[config.mk]
export PLATFORM = sky130hd
export DESIGN_NAME = indexed_min_heap_by_key
export DESIGN_NICKNAME = d
export VERILOG_FILES = /design/src/design/imhk_pkg.sv /design/src/design/indexed_min_heap_by_key.sv /design/src/design/imhk_ram.sv /design/src/design/imhk_dpath.sv /design/src/design/imhk_ctrl.sv
export SDC_FILE = /design/constraint.sdc
export NUM_CORES = 2
export LEC_CHECK = 0
export BUFFER_PORTS_ARGS = -buffer_cell sky130_fd_sc_hd__buf_2
export CAP_MARGIN = 15
export CORE_ASPECT_RATIO = 1.75
export CORE_MARGIN = 5
export CORE_UTILIZATION = 50
export CTS_CLUSTER_SIZE = 30
export DETAILED_ROUTE_END_ITERATION = 8
export GPL_ROUTABILITY_DRIVEN = 0
export PLACE_DENSITY = 0.74
export SYNTH_ARGS = -nofsm -noshare
export SYNTH_HDL_FRONTEND = slang
export SYNTH_SLANG_ARGS = --single-unit
[constraint.sdc]
create_clock -name clk -period 12.55 [get_ports clk]
set_clock_uncertainty 0.05 [all_clocks]
set_input_delay 1.255 -clock clk [delete_from_list [all_inputs] [get_ports clk]]
set_output_delay 1.255 -clock clk [all_outputs]
set_load 0.01 [all_outputs]
[src/design/imhk_pkg.sv]
`timescale 1ns / 1ps
// Shared constants, codes, command and status types for the indexed min-heap.
package imhk_pkg;

	localparam int NUM_PARTS  = 16;
	localparam int ID_SPACE   = 16;
	localparam int ID_W       = 4;
	localparam int KEY_W      = 64;
	localparam int CMD_W      = 2;
	localparam int ST_W       = 2;
	localparam int OUT_CNT_W  = 5;
	localparam int SLOT_W     = $clog2(NUM_PARTS);
	localparam int CNT_W      = $clog2(NUM_PARTS + 1);
	localparam int CH_W       = SLOT_W + 2;
	localparam int ENTRY_W    = ID_W + KEY_W;
	localparam int IN_DATA_W  = ((ID_W + KEY_W + 7) / 8) * 8;
	localparam int OUT_DATA_W = ((ID_W + KEY_W + OUT_CNT_W + 7) / 8) * 8;

	typedef enum logic [CMD_W-1:0] {
		CMD_INSERT = 2'd0,
		CMD_POP    = 2'd1,
		CMD_UPDATE = 2'd2,
		CMD_REMOVE = 2'd3
	} cmd_t;

	typedef enum logic [ST_W-1:0] {
		ST_DONE    = 2'd0,
		ST_REFUSED = 2'd1,
		ST_ABSENT  = 2'd2,
		ST_EMPTY   = 2'd3
	} status_t;

	typedef enum logic [4:0] {
		DP_NOP,
		DP_LATCH,
		DP_SET_STATUS,
		DP_INSERT,
		DP_POP_RD,
		DP_POP_LD,
		DP_UPD_RD,
		DP_RM_LAST,
		DP_RM_START,
		DP_RM_LD,
		DP_UP_RD,
		DP_UP_MOVE,
		DP_WR_MOVING,
		DP_RELOAD_RD,
		DP_RELOAD_LD,
		DP_DN_RD,
		DP_DN_MOVE,
		DP_OUT
	} dp_op_t;

	typedef struct packed {
		logic [ID_W-1:0]  id;
		logic [KEY_W-1:0] key;
	} entry_t;

	typedef struct packed {
		dp_op_t  op;
		status_t status;
	} dp_cmd_t;

	typedef struct packed {
		cmd_t cmd;
		logic ins_refuse;
		logic id_absent;
		logic heap_empty;
		logic rm_at_last;
		logic pop_single;
		logic upd_up;
		logic upd_down;
		logic pos_zero;
		logic up_less;
		logic dn_leaf;
		logic dn_move;
		logic out_free;
	} dp_stat_t;

	// zero is an invalid key and wraps to the top of the order, after every nonzero key
	function automatic logic key_less(input logic [KEY_W-1:0] a, input logic [KEY_W-1:0] b);
		logic [KEY_W-1:0] am;
		logic [KEY_W-1:0] bm;
		am = a - KEY_W'(1);
		bm = b - KEY_W'(1);
		return am < bm;
	endfunction

endpackage

[src/design/indexed_min_heap_by_key.sv]
`timescale 1ns / 1ps
// Sequence: accept, decode, a read and a compare per heap level walked, one final
// write, one output load; refused or absent commands go straight from decode to the
// output load.
// Throughput: one word in flight; the next is taken the cycle after the result loads.
// Reset clears the presence table, entry count, state and output valid; slot
// memory is not cleared, since slots past the entry count are never read.
module indexed_min_heap_by_key (
	input  logic                              clk,
	input  logic                              arst_n,
	input  logic                              s_tvalid,
	output logic                              s_tready,
	input  logic [imhk_pkg::IN_DATA_W-1:0]    s_tdata,  // part_id, key_lsn
	input  logic [imhk_pkg::CMD_W-1:0]        s_tuser,  // cmd
	output logic                              m_tvalid,
	input  logic                              m_tready,
	output logic [imhk_pkg::OUT_DATA_W-1:0]   m_tdata,  // top_id, top_lsn, entry_count
	output logic [imhk_pkg::ST_W-1:0]         m_tuser   // status
);

	imhk_pkg::dp_cmd_t             dp_cmd;
	imhk_pkg::dp_stat_t            dp_stat;
	imhk_pkg::status_t             out_status;
	logic [imhk_pkg::ID_W-1:0]     out_id;
	logic [imhk_pkg::KEY_W-1:0]    out_lsn;
	logic [imhk_pkg::OUT_CNT_W-1:0] out_count;

	imhk_ctrl u_ctrl (
		.clk     (clk),
		.arst_n  (arst_n),
		.in_valid(s_tvalid),
		.in_ready(s_tready),
		.stat    (dp_stat),
		.cmd     (dp_cmd)
	);

	imhk_dpath u_dpath (
		.clk       (clk),
		.arst_n    (arst_n),
		.cmd       (dp_cmd),
		.in_cmd    (imhk_pkg::cmd_t'(s_tuser)),
		.in_id     (s_tdata[imhk_pkg::ID_W-1:0]),
		.in_key    (s_tdata[imhk_pkg::ID_W +: imhk_pkg::KEY_W]),
		.out_ready (m_tready),
		.stat      (dp_stat),
		.out_valid (m_tvalid),
		.out_status(out_status),
		.out_id    (out_id),
		.out_lsn   (out_lsn),
		.out_count (out_count)
	);

	assign m_tdata = imhk_pkg::OUT_DATA_W'({out_count, out_lsn, out_id});
	assign m_tuser = out_status;

endmodule

[src/design/imhk_ram.sv]
`timescale 1ns / 1ps
// Generic RAM: one write port, two registered read ports.
module imhk_ram #(
	parameter int WIDTH = 8,
	parameter int DEPTH = 16
) (
	input  logic                     clk,
	input  logic                     we,
	input  logic [$clog2(DEPTH)-1:0] waddr,
	input  logic [WIDTH-1:0]         wdata,
	input  logic [$clog2(DEPTH)-1:0] raddr_a,
	output logic [WIDTH-1:0]         rdata_a,
	input  logic [$clog2(DEPTH)-1:0] raddr_b,
	output logic [WIDTH-1:0]         rdata_b
);

	logic [WIDTH-1:0] mem_q [DEPTH];
	logic [WIDTH-1:0] rd_a_q;
	logic [WIDTH-1:0] rd_b_q;

	always_ff @(posedge clk) begin
		if (we) begin
			mem_q[waddr] <= wdata;
		end
		rd_a_q <= mem_q[raddr_a];
		rd_b_q <= mem_q[raddr_b];
	end

	assign rdata_a = rd_a_q;
	assign rdata_b = rd_b_q;

endmodule

[src/design/imhk_dpath.sv]
`timescale 1ns / 1ps
// Heap datapath: slot memory, id position table, moving entry, compares, result register.
module imhk_dpath (
	input  logic                          clk,
	input  logic                          arst_n,
	input  imhk_pkg::dp_cmd_t             cmd,
	input  imhk_pkg::cmd_t                in_cmd,
	input  logic [imhk_pkg::ID_W-1:0]     in_id,
	input  logic [imhk_pkg::KEY_W-1:0]    in_key,
	input  logic                          out_ready,
	output imhk_pkg::dp_stat_t            stat,
	output logic                          out_valid,
	output imhk_pkg::status_t             out_status,
	output logic [imhk_pkg::ID_W-1:0]     out_id,
	output logic [imhk_pkg::KEY_W-1:0]    out_lsn,
	output logic [imhk_pkg::OUT_CNT_W-1:0] out_count
);

	imhk_pkg::cmd_t                  cmd_q;
	logic [imhk_pkg::ID_W-1:0]       id_q;
	logic [imhk_pkg::KEY_W-1:0]      key_q;
	logic [imhk_pkg::CNT_W-1:0]      count_q;
	logic [imhk_pkg::SLOT_W-1:0]     pos_q;
	logic [imhk_pkg::SLOT_W-1:0]     orig_q;
	logic [imhk_pkg::ID_W-1:0]       mid_q;
	logic [imhk_pkg::KEY_W-1:0]      mkey_q;
	imhk_pkg::status_t               status_q;
	logic [imhk_pkg::ID_W-1:0]       top_id_q;
	logic [imhk_pkg::KEY_W-1:0]      top_lsn_q;
	logic [imhk_pkg::ID_SPACE-1:0]   present_q;
	logic [imhk_pkg::SLOT_W-1:0]     slot_tab_q [imhk_pkg::ID_SPACE];
	logic                            out_valid_q;
	imhk_pkg::status_t               out_status_q;
	logic [imhk_pkg::ID_W-1:0]       out_id_q;
	logic [imhk_pkg::KEY_W-1:0]      out_lsn_q;
	logic [imhk_pkg::OUT_CNT_W-1:0]  out_count_q;

	logic                            ram_we;
	logic [imhk_pkg::SLOT_W-1:0]     ram_waddr;
	imhk_pkg::entry_t                ram_wdata;
	logic [imhk_pkg::SLOT_W-1:0]     raddr_a;
	logic [imhk_pkg::SLOT_W-1:0]     raddr_b;
	logic [imhk_pkg::ENTRY_W-1:0]    rdata_a;
	logic [imhk_pkg::ENTRY_W-1:0]    rdata_b;
	imhk_pkg::entry_t                ent_a;
	imhk_pkg::entry_t                ent_b;

	logic [imhk_pkg::SLOT_W-1:0]     lookup;
	logic [imhk_pkg::SLOT_W-1:0]     last_slot;
	logic [imhk_pkg::SLOT_W-1:0]     parent_slot;
	logic [imhk_pkg::CH_W-1:0]       l_c;
	logic [imhk_pkg::CH_W-1:0]       r_c;
	logic                            l_ok;
	logic                            r_ok;
	logic                            l_take;
	logic                            sel_r;
	imhk_pkg::entry_t                child_ent;
	logic [imhk_pkg::SLOT_W-1:0]     child_slot;
	logic                            valid_id;

	imhk_ram #(
		.WIDTH(imhk_pkg::ENTRY_W),
		.DEPTH(imhk_pkg::NUM_PARTS)
	) u_slots (
		.clk    (clk),
		.we     (ram_we),
		.waddr  (ram_waddr),
		.wdata  (ram_wdata),
		.raddr_a(raddr_a),
		.rdata_a(rdata_a),
		.raddr_b(raddr_b),
		.rdata_b(rdata_b)
	);

	assign ent_a = rdata_a;
	assign ent_b = rdata_b;

	assign lookup      = slot_tab_q[id_q];
	assign last_slot   = imhk_pkg::SLOT_W'(count_q - imhk_pkg::CNT_W'(1));
	assign parent_slot = (pos_q - imhk_pkg::SLOT_W'(1)) >> 1;
	assign l_c         = imhk_pkg::CH_W'({pos_q, 1'b1});
	assign r_c         = l_c + imhk_pkg::CH_W'(1);
	assign l_ok        = l_c < imhk_pkg::CH_W'(count_q);
	assign r_ok        = r_c < imhk_pkg::CH_W'(count_q);
	assign valid_id    = 32'(id_q) < imhk_pkg::NUM_PARTS;

	// pick the smaller child; the right one wins only on a strict compare
	always_comb begin
		l_take     = l_ok && imhk_pkg::key_less(ent_a.key, mkey_q);
		sel_r      = r_ok && (l_take ? imhk_pkg::key_less(ent_b.key, ent_a.key)
		                             : imhk_pkg::key_less(ent_b.key, mkey_q));
		child_ent  = sel_r ? ent_b : ent_a;
		child_slot = sel_r ? r_c[imhk_pkg::SLOT_W-1:0] : l_c[imhk_pkg::SLOT_W-1:0];
	end

	always_comb begin
		ram_we    = 1'b0;
		ram_waddr = pos_q;
		ram_wdata = '{id: mid_q, key: mkey_q};
		raddr_a   = pos_q;
		raddr_b   = pos_q;
		case (cmd.op)
			imhk_pkg::DP_POP_RD: begin
				raddr_a = '0;
				raddr_b = last_slot;
			end
			imhk_pkg::DP_UPD_RD:    raddr_a = lookup;
			imhk_pkg::DP_RM_START:  raddr_b = last_slot;
			imhk_pkg::DP_UP_RD:     raddr_a = parent_slot;
			imhk_pkg::DP_RELOAD_RD: raddr_a = orig_q;
			imhk_pkg::DP_DN_RD: begin
				raddr_a = l_c[imhk_pkg::SLOT_W-1:0];
				raddr_b = r_c[imhk_pkg::SLOT_W-1:0];
			end
			imhk_pkg::DP_UP_MOVE: begin
				ram_we    = 1'b1;
				ram_wdata = ent_a;
			end
			imhk_pkg::DP_DN_MOVE: begin
				ram_we    = 1'b1;
				ram_wdata = child_ent;
			end
			imhk_pkg::DP_WR_MOVING: ram_we = 1'b1;
			default: ;
		endcase
	end

	always_ff @(posedge clk or negedge arst_n) begin
		if (!arst_n) begin
			count_q     <= '0;
			present_q   <= '0;
			out_valid_q <= 1'b0;
		end else begin
			case (cmd.op)
				imhk_pkg::DP_INSERT: begin
					count_q         <= count_q + imhk_pkg::CNT_W'(1);
					present_q[id_q] <= 1'b1;
				end
				imhk_pkg::DP_POP_LD: begin
					count_q             <= count_q - imhk_pkg::CNT_W'(1);
					present_q[ent_a.id] <= 1'b0;
				end
				imhk_pkg::DP_RM_LAST, imhk_pkg::DP_RM_START: begin
					count_q         <= count_q - imhk_pkg::CNT_W'(1);
					present_q[id_q] <= 1'b0;
				end
				default: ;
			endcase
			if (cmd.op == imhk_pkg::DP_OUT) begin
				out_valid_q <= 1'b1;
			end else if (out_ready) begin
				out_valid_q <= 1'b0;
			end
		end
	end

	always_ff @(posedge clk) begin
		case (cmd.op)
			imhk_pkg::DP_LATCH: begin
				cmd_q     <= in_cmd;
				id_q      <= in_id;
				key_q     <= in_key;
				status_q  <= imhk_pkg::ST_DONE;
				top_id_q  <= '0;
				top_lsn_q <= '0;
			end
			imhk_pkg::DP_SET_STATUS: status_q <= cmd.status;
			imhk_pkg::DP_INSERT: begin
				mid_q  <= id_q;
				mkey_q <= key_q;
				pos_q  <= imhk_pkg::SLOT_W'(count_q);
			end
			imhk_pkg::DP_POP_LD: begin
				top_id_q  <= ent_a.id;
				top_lsn_q <= ent_a.key;
				mid_q     <= ent_b.id;
				mkey_q    <= ent_b.key;
				pos_q     <= '0;
			end
			imhk_pkg::DP_UPD_RD: begin
				pos_q  <= lookup;
				mid_q  <= id_q;
				mkey_q <= key_q;
			end
			imhk_pkg::DP_RM_START: begin
				pos_q  <= lookup;
				orig_q <= lookup;
			end
			imhk_pkg::DP_RM_LD: begin
				mid_q  <= ent_b.id;
				mkey_q <= ent_b.key;
			end
			imhk_pkg::DP_UP_MOVE: begin
				slot_tab_q[ent_a.id] <= pos_q;
				pos_q                <= parent_slot;
			end
			imhk_pkg::DP_DN_MOVE: begin
				slot_tab_q[child_ent.id] <= pos_q;
				pos_q                    <= child_slot;
			end
			imhk_pkg::DP_WR_MOVING: slot_tab_q[mid_q] <= pos_q;
			imhk_pkg::DP_RELOAD_LD: begin
				mid_q  <= ent_a.id;
				mkey_q <= ent_a.key;
				pos_q  <= orig_q;
			end
			imhk_pkg::DP_OUT: begin
				out_status_q <= status_q;
				out_id_q     <= top_id_q;
				out_lsn_q    <= top_lsn_q;
				out_count_q  <= imhk_pkg::OUT_CNT_W'(count_q);
			end
			default: ;
		endcase
	end

	always_comb begin
		stat.cmd        = cmd_q;
		stat.ins_refuse = (key_q == '0) || (32'(count_q) >= imhk_pkg::NUM_PARTS)
		                  || !valid_id || present_q[id_q];
		stat.id_absent  = !valid_id || !present_q[id_q];
		stat.heap_empty = count_q == '0;
		stat.rm_at_last = imhk_pkg::CNT_W'(lookup) == (count_q - imhk_pkg::CNT_W'(1));
		stat.pop_single = count_q == imhk_pkg::CNT_W'(1);
		stat.upd_up     = imhk_pkg::key_less(key_q, ent_a.key);
		stat.upd_down   = imhk_pkg::key_less(ent_a.key, key_q);
		stat.pos_zero   = pos_q == '0;
		stat.up_less    = imhk_pkg::key_less(mkey_q, ent_a.key);
		stat.dn_leaf    = !l_ok;
		stat.dn_move    = l_take || sel_r;
		stat.out_free   = !out_valid_q || out_ready;
	end

	assign out_valid  = out_valid_q;
	assign out_status = out_status_q;
	assign out_id     = out_id_q;
	assign out_lsn    = out_lsn_q;
	assign out_count  = out_count_q;

endmodule

[src/design/imhk_ctrl.sv]
`timescale 1ns / 1ps
// Heap controller: sequences decode, sift up, sift down and the result hand-off.
module imhk_ctrl (
	input  logic               clk,
	input  logic               arst_n,
	input  logic               in_valid,
	output logic               in_ready,
	input  imhk_pkg::dp_stat_t stat,
	output imhk_pkg::dp_cmd_t  cmd
);

	typedef enum logic [11:0] {
		S_IDLE      = 12'b000000000001,
		S_DECODE    = 12'b000000000010,
		S_POP_LD    = 12'b000000000100,
		S_UPD_LD    = 12'b000000001000,
		S_RM_LD     = 12'b000000010000,
		S_UP_RD     = 12'b000000100000,
		S_UP_CMP    = 12'b000001000000,
		S_RELOAD_RD = 12'b000010000000,
		S_RELOAD_LD = 12'b000100000000,
		S_DN_RD     = 12'b001000000000,
		S_DN_CMP    = 12'b010000000000,
		S_RESP      = 12'b100000000000
	} state_t;

	state_t state_q;
	state_t state_d;
	state_t up_done;

	// a removal sifts down from the hole once its sift up ends
	assign up_done  = (stat.cmd == imhk_pkg::CMD_REMOVE) ? S_RELOAD_RD : S_RESP;
	assign in_ready = state_q == S_IDLE;

	always_comb begin
		state_d    = state_q;
		cmd.op     = imhk_pkg::DP_NOP;
		cmd.status = imhk_pkg::ST_DONE;
		case (state_q)
			S_IDLE: begin
				if (in_valid) begin
					cmd.op  = imhk_pkg::DP_LATCH;
					state_d = S_DECODE;
				end
			end
			S_DECODE: begin
				case (stat.cmd)
					imhk_pkg::CMD_INSERT: begin
						if (stat.ins_refuse) begin
							cmd.op     = imhk_pkg::DP_SET_STATUS;
							cmd.status = imhk_pkg::ST_REFUSED;
							state_d    = S_RESP;
						end else begin
							cmd.op  = imhk_pkg::DP_INSERT;
							state_d = S_UP_RD;
						end
					end
					imhk_pkg::CMD_POP: begin
						if (stat.heap_empty) begin
							cmd.op     = imhk_pkg::DP_SET_STATUS;
							cmd.status = imhk_pkg::ST_EMPTY;
							state_d    = S_RESP;
						end else begin
							cmd.op  = imhk_pkg::DP_POP_RD;
							state_d = S_POP_LD;
						end
					end
					imhk_pkg::CMD_UPDATE: begin
						if (stat.id_absent) begin
							cmd.op     = imhk_pkg::DP_SET_STATUS;
							cmd.status = imhk_pkg::ST_ABSENT;
							state_d    = S_RESP;
						end else begin
							cmd.op  = imhk_pkg::DP_UPD_RD;
							state_d = S_UPD_LD;
						end
					end
					imhk_pkg::CMD_REMOVE: begin
						if (stat.id_absent) begin
							cmd.op     = imhk_pkg::DP_SET_STATUS;
							cmd.status = imhk_pkg::ST_ABSENT;
							state_d    = S_RESP;
						end else if (stat.rm_at_last) begin
							cmd.op  = imhk_pkg::DP_RM_LAST;
							state_d = S_RESP;
						end else begin
							cmd.op  = imhk_pkg::DP_RM_START;
							state_d = S_RM_LD;
						end
					end
					default: state_d = S_RESP;
				endcase
			end
			S_POP_LD: begin
				cmd.op  = imhk_pkg::DP_POP_LD;
				state_d = stat.pop_single ? S_RESP : S_DN_RD;
			end
			S_UPD_LD: begin
				if (stat.upd_up) begin
					state_d = S_UP_RD;
				end else if (stat.upd_down) begin
					state_d = S_DN_RD;
				end else begin
					state_d = S_RESP;
				end
			end
			S_RM_LD: begin
				cmd.op  = imhk_pkg::DP_RM_LD;
				state_d = S_UP_RD;
			end
			S_UP_RD: begin
				if (stat.pos_zero) begin
					cmd.op  = imhk_pkg::DP_WR_MOVING;
					state_d = up_done;
				end else begin
					cmd.op  = imhk_pkg::DP_UP_RD;
					state_d = S_UP_CMP;
				end
			end
			S_UP_CMP: begin
				if (stat.up_less) begin
					cmd.op  = imhk_pkg::DP_UP_MOVE;
					state_d = S_UP_RD;
				end else begin
					cmd.op  = imhk_pkg::DP_WR_MOVING;
					state_d = up_done;
				end
			end
			S_RELOAD_RD: begin
				cmd.op  = imhk_pkg::DP_RELOAD_RD;
				state_d = S_RELOAD_LD;
			end
			S_RELOAD_LD: begin
				cmd.op  = imhk_pkg::DP_RELOAD_LD;
				state_d = S_DN_RD;
			end
			S_DN_RD: begin
				if (stat.dn_leaf) begin
					cmd.op  = imhk_pkg::DP_WR_MOVING;
					state_d = S_RESP;
				end else begin
					cmd.op  = imhk_pkg::DP_DN_RD;
					state_d = S_DN_CMP;
				end
			end
			S_DN_CMP: begin
				if (stat.dn_move) begin
					cmd.op  = imhk_pkg::DP_DN_MOVE;
					state_d = S_DN_RD;
				end else begin
					cmd.op  = imhk_pkg::DP_WR_MOVING;
					state_d = S_RESP;
				end
			end
			S_RESP: begin
				// hold until the output register has room
				if (stat.out_free) begin
					cmd.op  = imhk_pkg::DP_OUT;
					state_d = S_IDLE;
				end
			end
			default: state_d = S_IDLE;
		endcase
	end

	always_ff @(posedge clk or negedge arst_n) begin
		if (!arst_n) begin
			state_q <= S_IDLE;
		end else begin
			state_q <= state_d;
		end
	end

endmodule

Word-level counts from Yosys, hierarchy flattened
Memory sizes are Yosys's and may differ from the RTL's. A register that Yosys moved wholly into a read port is not among the register bits.
Cells that the tools add are included.
{ "word_totals": {"reg_bits": 325, "word_cells": 184, "mem_bits_rw": 1152, "mem_count": 2, "inputBits": 78, "output_inout_bits": 84} }
{ "mem_list": {"columns": ["memory", "words", "word_bits", "read_ports", "rd_clocked_by_memory_dff", "write_ports", "line", "rtl"], "rows": [
  ["u_dpath.u_slots.mem_q", 16, 68, 2, 2, 1, "imhk_ram.sv:17", "logic [WIDTH-1:0] mem_q [DEPTH];"],
  ["u_dpath.slot_tab_q", 16, 4, 1, 1, 1, "imhk_dpath.sv:31", "logic [imhk_pkg::SLOT_W-1:0] slot_tab_q [imhk_pkg::ID_SPACE];"]
]} }
{ "op_classes": {"n_reduce_logical": 30, "bitwise": 5, "order_cmp": 13, "add_sub_neg": 8, "mux": 72, "n_eq_ne": 36} }
{ "ops": {"columns": ["op", "count"], "rows": [
  ["64-bit less-than comparator", 6],
  ["64-bit by 1-bit subtractor with 64-bit output (second input constant)", 4],
  ["64-bit case mux with 3 select lines", 1],
  ["12-bit 2-to-1 mux", 15],
  ["12-bit case mux with 12 select lines", 1],
  ["68-bit case mux with 2 select lines", 1],
  ["64-bit case mux with 2 select lines", 1],
  ["68-bit 2-to-1 mux", 1],
  ["64-bit logical NOT", 1],
  ["5-bit case mux with 11 select lines", 1],
  ["12-bit case mux with 4 select lines", 1],
  ["16-bit case mux with 3 select lines", 1],
  ["5-bit by 4-bit == test with 1-bit output (second input constant)", 8],
  ["16-bit bitwise AND", 2],
  ["16-bit inverter", 2],
  ["4-bit 2-to-1 mux", 7],
  ["7-bit case mux with 4 select lines", 1],
  ["4-bit case mux with 6 select lines", 1],
  ["5-bit by 3-bit == test with 1-bit output (second input constant)", 4],
  ["1-bit 2-to-1 mux", 20],
  ["4-bit case mux with 5 select lines", 1],
  ["16-bit bitwise OR", 1],
  ["4-bit case mux with 2 select lines", 2],
  ["5-bit 2-to-1 mux", 3],
  ["48 further kinds", 78]
]} }

Longest topological paths before layout
{ "depth": {"word_depth": 14, "mapped_depth": 32, "mapped_depth_nobuf": 29} }

Hierarchy
A second synthesis with hierarchy kept.
{ "hier_totals": {"cells_unflattened": 5241, "hier_area_um2": 79442.4} }
{ "modules_own_cells": {"columns": ["module", "cells_per_inst", "area_each_um2", "seq_area_each_um2", "n_inst"], "rows": [
  ["imhk_ram", 2389, 51177.8, 35393.9, 1],
  ["imhk_dpath", 2707, 27092.2, 11290.8, 1],
  ["imhk_ctrl", 137, 1116.1, 301.5, 1],
  ["indexed_min_heap_by_key", 8, 56.3, 0.0, 1]
]} }

Least setup slack after synthesis
Ideal clock, no wire load.
{ "synth_path": {"kind": "register -> register", "from": "register u_dpath.mkey_q[9] (netlist name)", "to": "memory u_dpath.u_slots.mem_q[3][0] (netlist name) (enable)", "path_slack_ps": -41, "path_stages_with_launch": 27, "period_less_slack_ps": 12591, "setup_ps": 578, "n_path_buf": 0, "required_time_ps": 11922, "arrival_ps": 11963, "cell_sequence": "edfxtp_1 or3_4 or4_4 or3_4 or3_4 or2_1 or3_4 or3_4 or3_1 or4_4 nor4_4 and3_4 nand2_1 xor2_1 ha_1 nand3_1 or3_1 nor4_1 nand3_1 or3_1 nor2_1 nor3_1 or4_1 a21oi_1 nand2b_1 nand2_1 nor3_1"} }
{ "synth_via": {"elab_chain_len": 13, "elab_cells_between_ends": 18, "cone_classes": "add/sub (1); order compare (3); eq/ne (3); mux (7); reduce/logical (4)"} }
{ "synth_rtl": {"columns": ["item", "line", "rtl"], "rows": [
  ["from (decl)", "imhk_dpath.sv:26", "logic [imhk_pkg::KEY_W-1:0] mkey_q;"],
  ["from (signal assigned)", "imhk_dpath.sv:170", "mkey_q <= key_q;"],
  ["from (signal assigned)", "imhk_dpath.sv:177", "mkey_q <= ent_b.key;"],
  ["from (signal assigned)", "imhk_dpath.sv:183", "mkey_q <= key_q;"],
  ["64-bit by 1-bit subtractor with 64-bit output *", "imhk_pkg.sv:84, imhk_pkg.sv:85", null],
  ["64-bit less-than comparator", "imhk_pkg.sv:86", "return am < bm;"],
  ["1-bit logical AND", "imhk_dpath.sv:89", "l_take = l_ok && imhk_pkg::key_less(ent_a.key, mkey_q);"],
  ["1-bit 2-to-1 mux", "imhk_dpath.sv:90", "sel_r = r_ok && (l_take ? imhk_pkg::key_less(ent_b.key, ent_a.key)"],
  ["1-bit logical AND", "imhk_dpath.sv:90", null],
  ["1-bit logical OR", "imhk_dpath.sv:230", "stat.dn_move = l_take || sel_r;"],
  ["5-bit 2-to-1 mux", "imhk_ctrl.sv:147", "if (stat.dn_move) begin"],
  ["5-bit case mux with 11 select lines *", "imhk_ctrl.sv:39", "case (state_q)"],
  ["5-bit by 4-bit == test with 1-bit output or 5-bit == test (tied branches)", "imhk_dpath.sv:102", "case (cmd.op)"],
  ["3-bit OR reduction (no line) *", null, null],
  ["1-bit 2-to-1 mux *", "imhk_dpath.sv:102", null],
  ["1-bit 2-to-1 mux *", "imhk_ram.sv:22", "if (we) begin"],
  ["1-bit 2-to-1 mux (not written as such) *", "imhk_ram.sv:23", "mem_q[waddr] <= wdata;"],
  ["to (decl)", "imhk_ram.sv:17", null]
]} }
Mark *: on every way between the ends. The rest lies on a longest branch, timed or not.

==> results.md <==
- Worst-case hold slack: 0.367 ns
- Vert. Die Dim: 546 um
- Cell area reported after detailed placement: 85200 um2
- Final worst path period share: 84.4%
- Worst setup timing slack at the placement stage: 1.72 ns
- Post-CTS Hold Fix Bufs: 0
- Critical path required time: 12.89 ns
- Routed vias/inst: 6.59
- Crit path max-delay cell type: sky130_fd_sc_hd__nor3_1
- Instance count along the most critical hold path: 0
- Initial standard-cell utilization of the core: 50.1%
- Critical Path Sink Type: register
- Number of different library cells in the post-synthesis netlist: 84
- Max clock buf depth: 4
- Sink Count: 1617
- Remaining routing DRC violations: 10
- Area growth syn-to-layout: 9.43%
- Total core area: 164000 um2
- Pwr dens: 164 nW/um2
- Final-layout setup total negative slack: 0 ns
- Final design area excluding fillers: 89900 um2
- Post-detailed-route wirelength per cell: 26.7 um
- RSZ-0062 raised after global routing: no
- Initial antenna violation count: 7
- Largest net degree at the start of global routing: 223
- Leakage power summed over all cells: 34.1 nW
- Gates resized, CTS repair: 0
- Gate Count Post-Synth: 7961
- Violation count after the first detailed-route iteration: 9942
- Number of max-cap violations: 0
- Worst slew margin relative to its limit: 8.67%
- Clock tree root buffer cell: sky130_fd_sc_hd__clkbuf_16
- Path depth of the worst reg2reg path: 30
- Die Area: 173000 um2
- Met1 routing resource usage after global routing: 35.2%
- Pin slew with the least headroom to its limit: 1.36 ns
- Final count of negative-setup-slack endpoints: 0
- Postcts setup bufs: 0
- Mean instance size in the synthesized netlist: 10.3 um2
- Worst-Skew Late Latency: 0.82 ns
- Global routing's busiest layer: met2
- CTS tree: done
- IO Port Bufs: 150
- Number of enable flip-flop cells after synthesis: 1443
- Crit path setup slack, layout: 1.95 ns
- Setup Crit Path Kind: register to register
- Final hold violations: 0
- Detailed-route wire length: 272000 um
- Flip-flop and latch count after synthesis: 1617
- Area of the mapped netlist: 82200 um2
- Row count: 197
- H-tree Lvls: 4
- Via count: 67089
- Overall power after layout: 14.7 mW
- Clk slew on worst S/H paths: 0.06 ns
- GR Layer Usage met2: 48.7%
- DIE WIDTH: 316 um
- Post-layout net count: 8230
- Asr flop ratio synth: 2.10%
- Critical Path Fanout Max: 39
- Proportion of layout cells with a drive suffix above 1: 7.51%
- Launching element type of the critical path: register
- Met3 Track Usage GR: 6.40%
- Min cycle time layout: 10.60 ns
- DR pass1 iterations: 9
- Class of the tightest hold or removal check: register to register
- Endpoint arrival time on the critical path: 10.94 ns
- Status: complete, but fails checks
- Delay of the slowest critical-path stage: 0.92 ns
- Number of CTS-inserted buffers: 146
- Total track usage: 30.2%
- Seq/Total Area, Yosys: 57.2%
- Number of top-level design ports: 162
- Global route total overflow: 0
- Dpl hpwl: 164000 um
- Yosys warning total: 0
- Prevailing post-synth register cell: sky130_fd_sc_hd__edfxtp_1
- Crit-path most repeated cell: sky130_fd_sc_hd__or3_4
- Total count of max-transition violations in the final report: 0
- Global-route wire length before repair: 398000 um
- Maximum resistive drop on vdd: 104 uV
- Achievable frequency: 0.0944 GHz
- Violated checks: design-rule violations
- Post-route ant nets: 0
- Vias in the first global route: 66217
-- metrics by stage --
stage / cells / util [%]
after floorplan: 7967 / -
after global placement: 9920 / 51.9
after detailed placement: 9920 / 51.9
after CTS: 10175 / 54.8
after global routing: 10178 / 54.8
final: 10179 / 54.8
-- routing by layer --
metal | wire length (um) | vias up
met3 | 33000 | 1401
met1 | 88400 | 31788
met2 | 126000 | 5168
li1 | - | 28722
met5 | 82 | -
met4 | 24300 | 10
-- logic make-up (layout without fill, tap and decap cells) --
family / after synthesis / in the layout / share of synthesized area [%]
AO/OA/AOI/OAI: 1249 / 1249 / 10.1
flip-flops: 1617 / 1617 / 57.2
other: 1 / 9 / 0.00456
buffers and inverters: 602 / 623 / 3.04
multiplexers: 186 / 186 / 2.52
adder cells (fa/ha/maj): 273 / 273 / 4.15
XOR/XNOR: 262 / 262 / 2.79
AND/OR/NAND/NOR: 3771 / 3771 / 20.2
-- worst max-delay path: cells and delay by family, from the launching register on --
family,cells,cell delay [ns]
fa+ha+maj,2,0.52
compound gates,3,1.12
simple gates,19,6.58
xor+xnor,1,0.18
flops,1,0.43
buf+inv,5,1.21
-- layout make-up --
type,count,area [um2]
inverters,98,369
multi-input cells,5748,33100
diodes,2,5.00
repair buffers,270,2000
clock buffers,177,3960
clock inverters,78,800
well taps,2189,2740
fillers,13605,74200
flip-flops and latches,1617,47000
-- synth_stat cells, types with 11 or more instances --
cell,number,area [um2]
sky130_fd_sc_hd__edfxtp_1,1443,43300
sky130_fd_sc_hd__a21oi_1,448,2240
sky130_fd_sc_hd__xnor2_1,134,1170
sky130_fd_sc_hd__a221o_1,139,1390
sky130_fd_sc_hd__nand3_1,658,3290
sky130_fd_sc_hd__or3_1,61,382
sky130_fd_sc_hd__o21ai_0,59,295
sky130_fd_sc_hd__nand3b_1,11,82.6
sky130_fd_sc_hd__nor3_1,86,430
sky130_fd_sc_hd__xor2_1,128,1120
sky130_fd_sc_hd__clkbuf_1,348,1310
sky130_fd_sc_hd__and3_1,12,75.1
sky130_fd_sc_hd__dfrtp_1,33,826
sky130_fd_sc_hd__mux4_2,16,360
sky130_fd_sc_hd__inv_1,98,368
sky130_fd_sc_hd__nand2_1,2112,7930
sky130_fd_sc_hd__mux2i_1,165,1650
sky130_fd_sc_hd__a221oi_1,19,166
sky130_fd_sc_hd__nand4_1,51,319
sky130_fd_sc_hd__a21o_1,64,480
sky130_fd_sc_hd__buf_1,36,135
sky130_fd_sc_hd__o21a_1,12,90.1
sky130_fd_sc_hd__nor2b_1,41,257
sky130_fd_sc_hd__o211ai_1,13,97.6
sky130_fd_sc_hd__or4_1,38,285
sky130_fd_sc_hd__a211oi_1,14,105
sky130_fd_sc_hd__a31oi_1,143,895
sky130_fd_sc_hd__a22oi_1,213,1600
sky130_fd_sc_hd__nor4_1,124,776
sky130_fd_sc_hd__buf_2,98,490
sky130_fd_sc_hd__dfxtp_1,140,2800
sky130_fd_sc_hd__nor2_1,389,1460
sky130_fd_sc_hd__and2_1,91,569
sky130_fd_sc_hd__ha_1,271,3390
sky130_fd_sc_hd__o22ai_1,70,438
sky130_fd_sc_hd__buf_4,12,90.1
sky130_fd_sc_hd__nand2b_1,36,225
-- worst paths after layout --
kind / end / from / slack, ns
setup reg to reg: u_dpath.u_slots.mem_q[6][21] / u_dpath.mkey_q[0] / 1.95
max in group asynchronous: u_dpath.present_q[15] / arst_n / 11.30
min in group asynchronous: u_ctrl.state_q[4] / arst_n / 0.54
hold reg to reg: u_dpath.out_lsn[53] / u_dpath.top_lsn_q[53] / 0.37
hold / removal: u_dpath.out_lsn[53] / u_dpath.top_lsn_q[53] / 0.37
setup / recovery: u_dpath.u_slots.mem_q[6][21] / u_dpath.mkey_q[0] / 1.95
-- registers in the layout, indices dropped and copies added (netlist names), 5 cells and up, named ones only --
signal and count:
u_ctrl.state_q 12, u_dpath.count_q 5, u_dpath.key_q 64, u_dpath.mkey_q 64, u_dpath.out_count 5, u_dpath.out_lsn 64, u_dpath.present_q 16, u_dpath.slot_tab_q 64
u_dpath.top_lsn_q 64, u_dpath.u_slots.mem_q 1088, u_dpath.u_slots.rdata_a 68, u_dpath.u_slots.rdata_b 68
-- power by group --
| group | internal, mW | switching, mW |
|---|---|---|
| clock network | 2.55 | 2.00 |
| logic | 1.14 | 2.22 |
| registers | 6.23 | 0.567 |
-- placed cells by master (no fill, tap or decap), types with 19 or more instances in the layout --
| master | n |
|---|---|
| sky130_fd_sc_hd__edfxtp_1 | 1443 |
| sky130_fd_sc_hd__a21oi_1 | 447 |
| sky130_fd_sc_hd__nand2_1 | 2102 |
| sky130_fd_sc_hd__o21ai_0 | 58 |
| sky130_fd_sc_hd__nor4_1 | 121 |
| sky130_fd_sc_hd__nand4_1 | 51 |
| sky130_fd_sc_hd__a21o_1 | 63 |
| sky130_fd_sc_hd__buf_4 | 90 |
| sky130_fd_sc_hd__mux2i_1 | 165 |
| sky130_fd_sc_hd__xor2_1 | 128 |
| sky130_fd_sc_hd__clkinv_2 | 30 |
| sky130_fd_sc_hd__a221oi_1 | 19 |
| sky130_fd_sc_hd__nor3_1 | 83 |
| sky130_fd_sc_hd__o22ai_1 | 70 |
| sky130_fd_sc_hd__nor2b_1 | 40 |
| sky130_fd_sc_hd__inv_1 | 97 |
| sky130_fd_sc_hd__and2_1 | 90 |
| sky130_fd_sc_hd__dfxtp_1 | 140 |
| sky130_fd_sc_hd__xnor2_1 | 134 |
| sky130_fd_sc_hd__a221o_1 | 139 |
| sky130_fd_sc_hd__a22oi_1 | 213 |
| sky130_fd_sc_hd__ha_1 | 271 |
| sky130_fd_sc_hd__nand3_1 | 658 |
| sky130_fd_sc_hd__dfrtp_1 | 33 |
| sky130_fd_sc_hd__nand2b_1 | 34 |
| sky130_fd_sc_hd__buf_2 | 152 |
| sky130_fd_sc_hd__clkbuf_16 | 151 |
| sky130_fd_sc_hd__nor2_1 | 375 |
| sky130_fd_sc_hd__a31oi_1 | 143 |
| sky130_fd_sc_hd__or4_1 | 37 |
| sky130_fd_sc_hd__or3_1 | 61 |
| sky130_fd_sc_hd__buf_12 | 28 |
(Power assumes the default switching activity.)
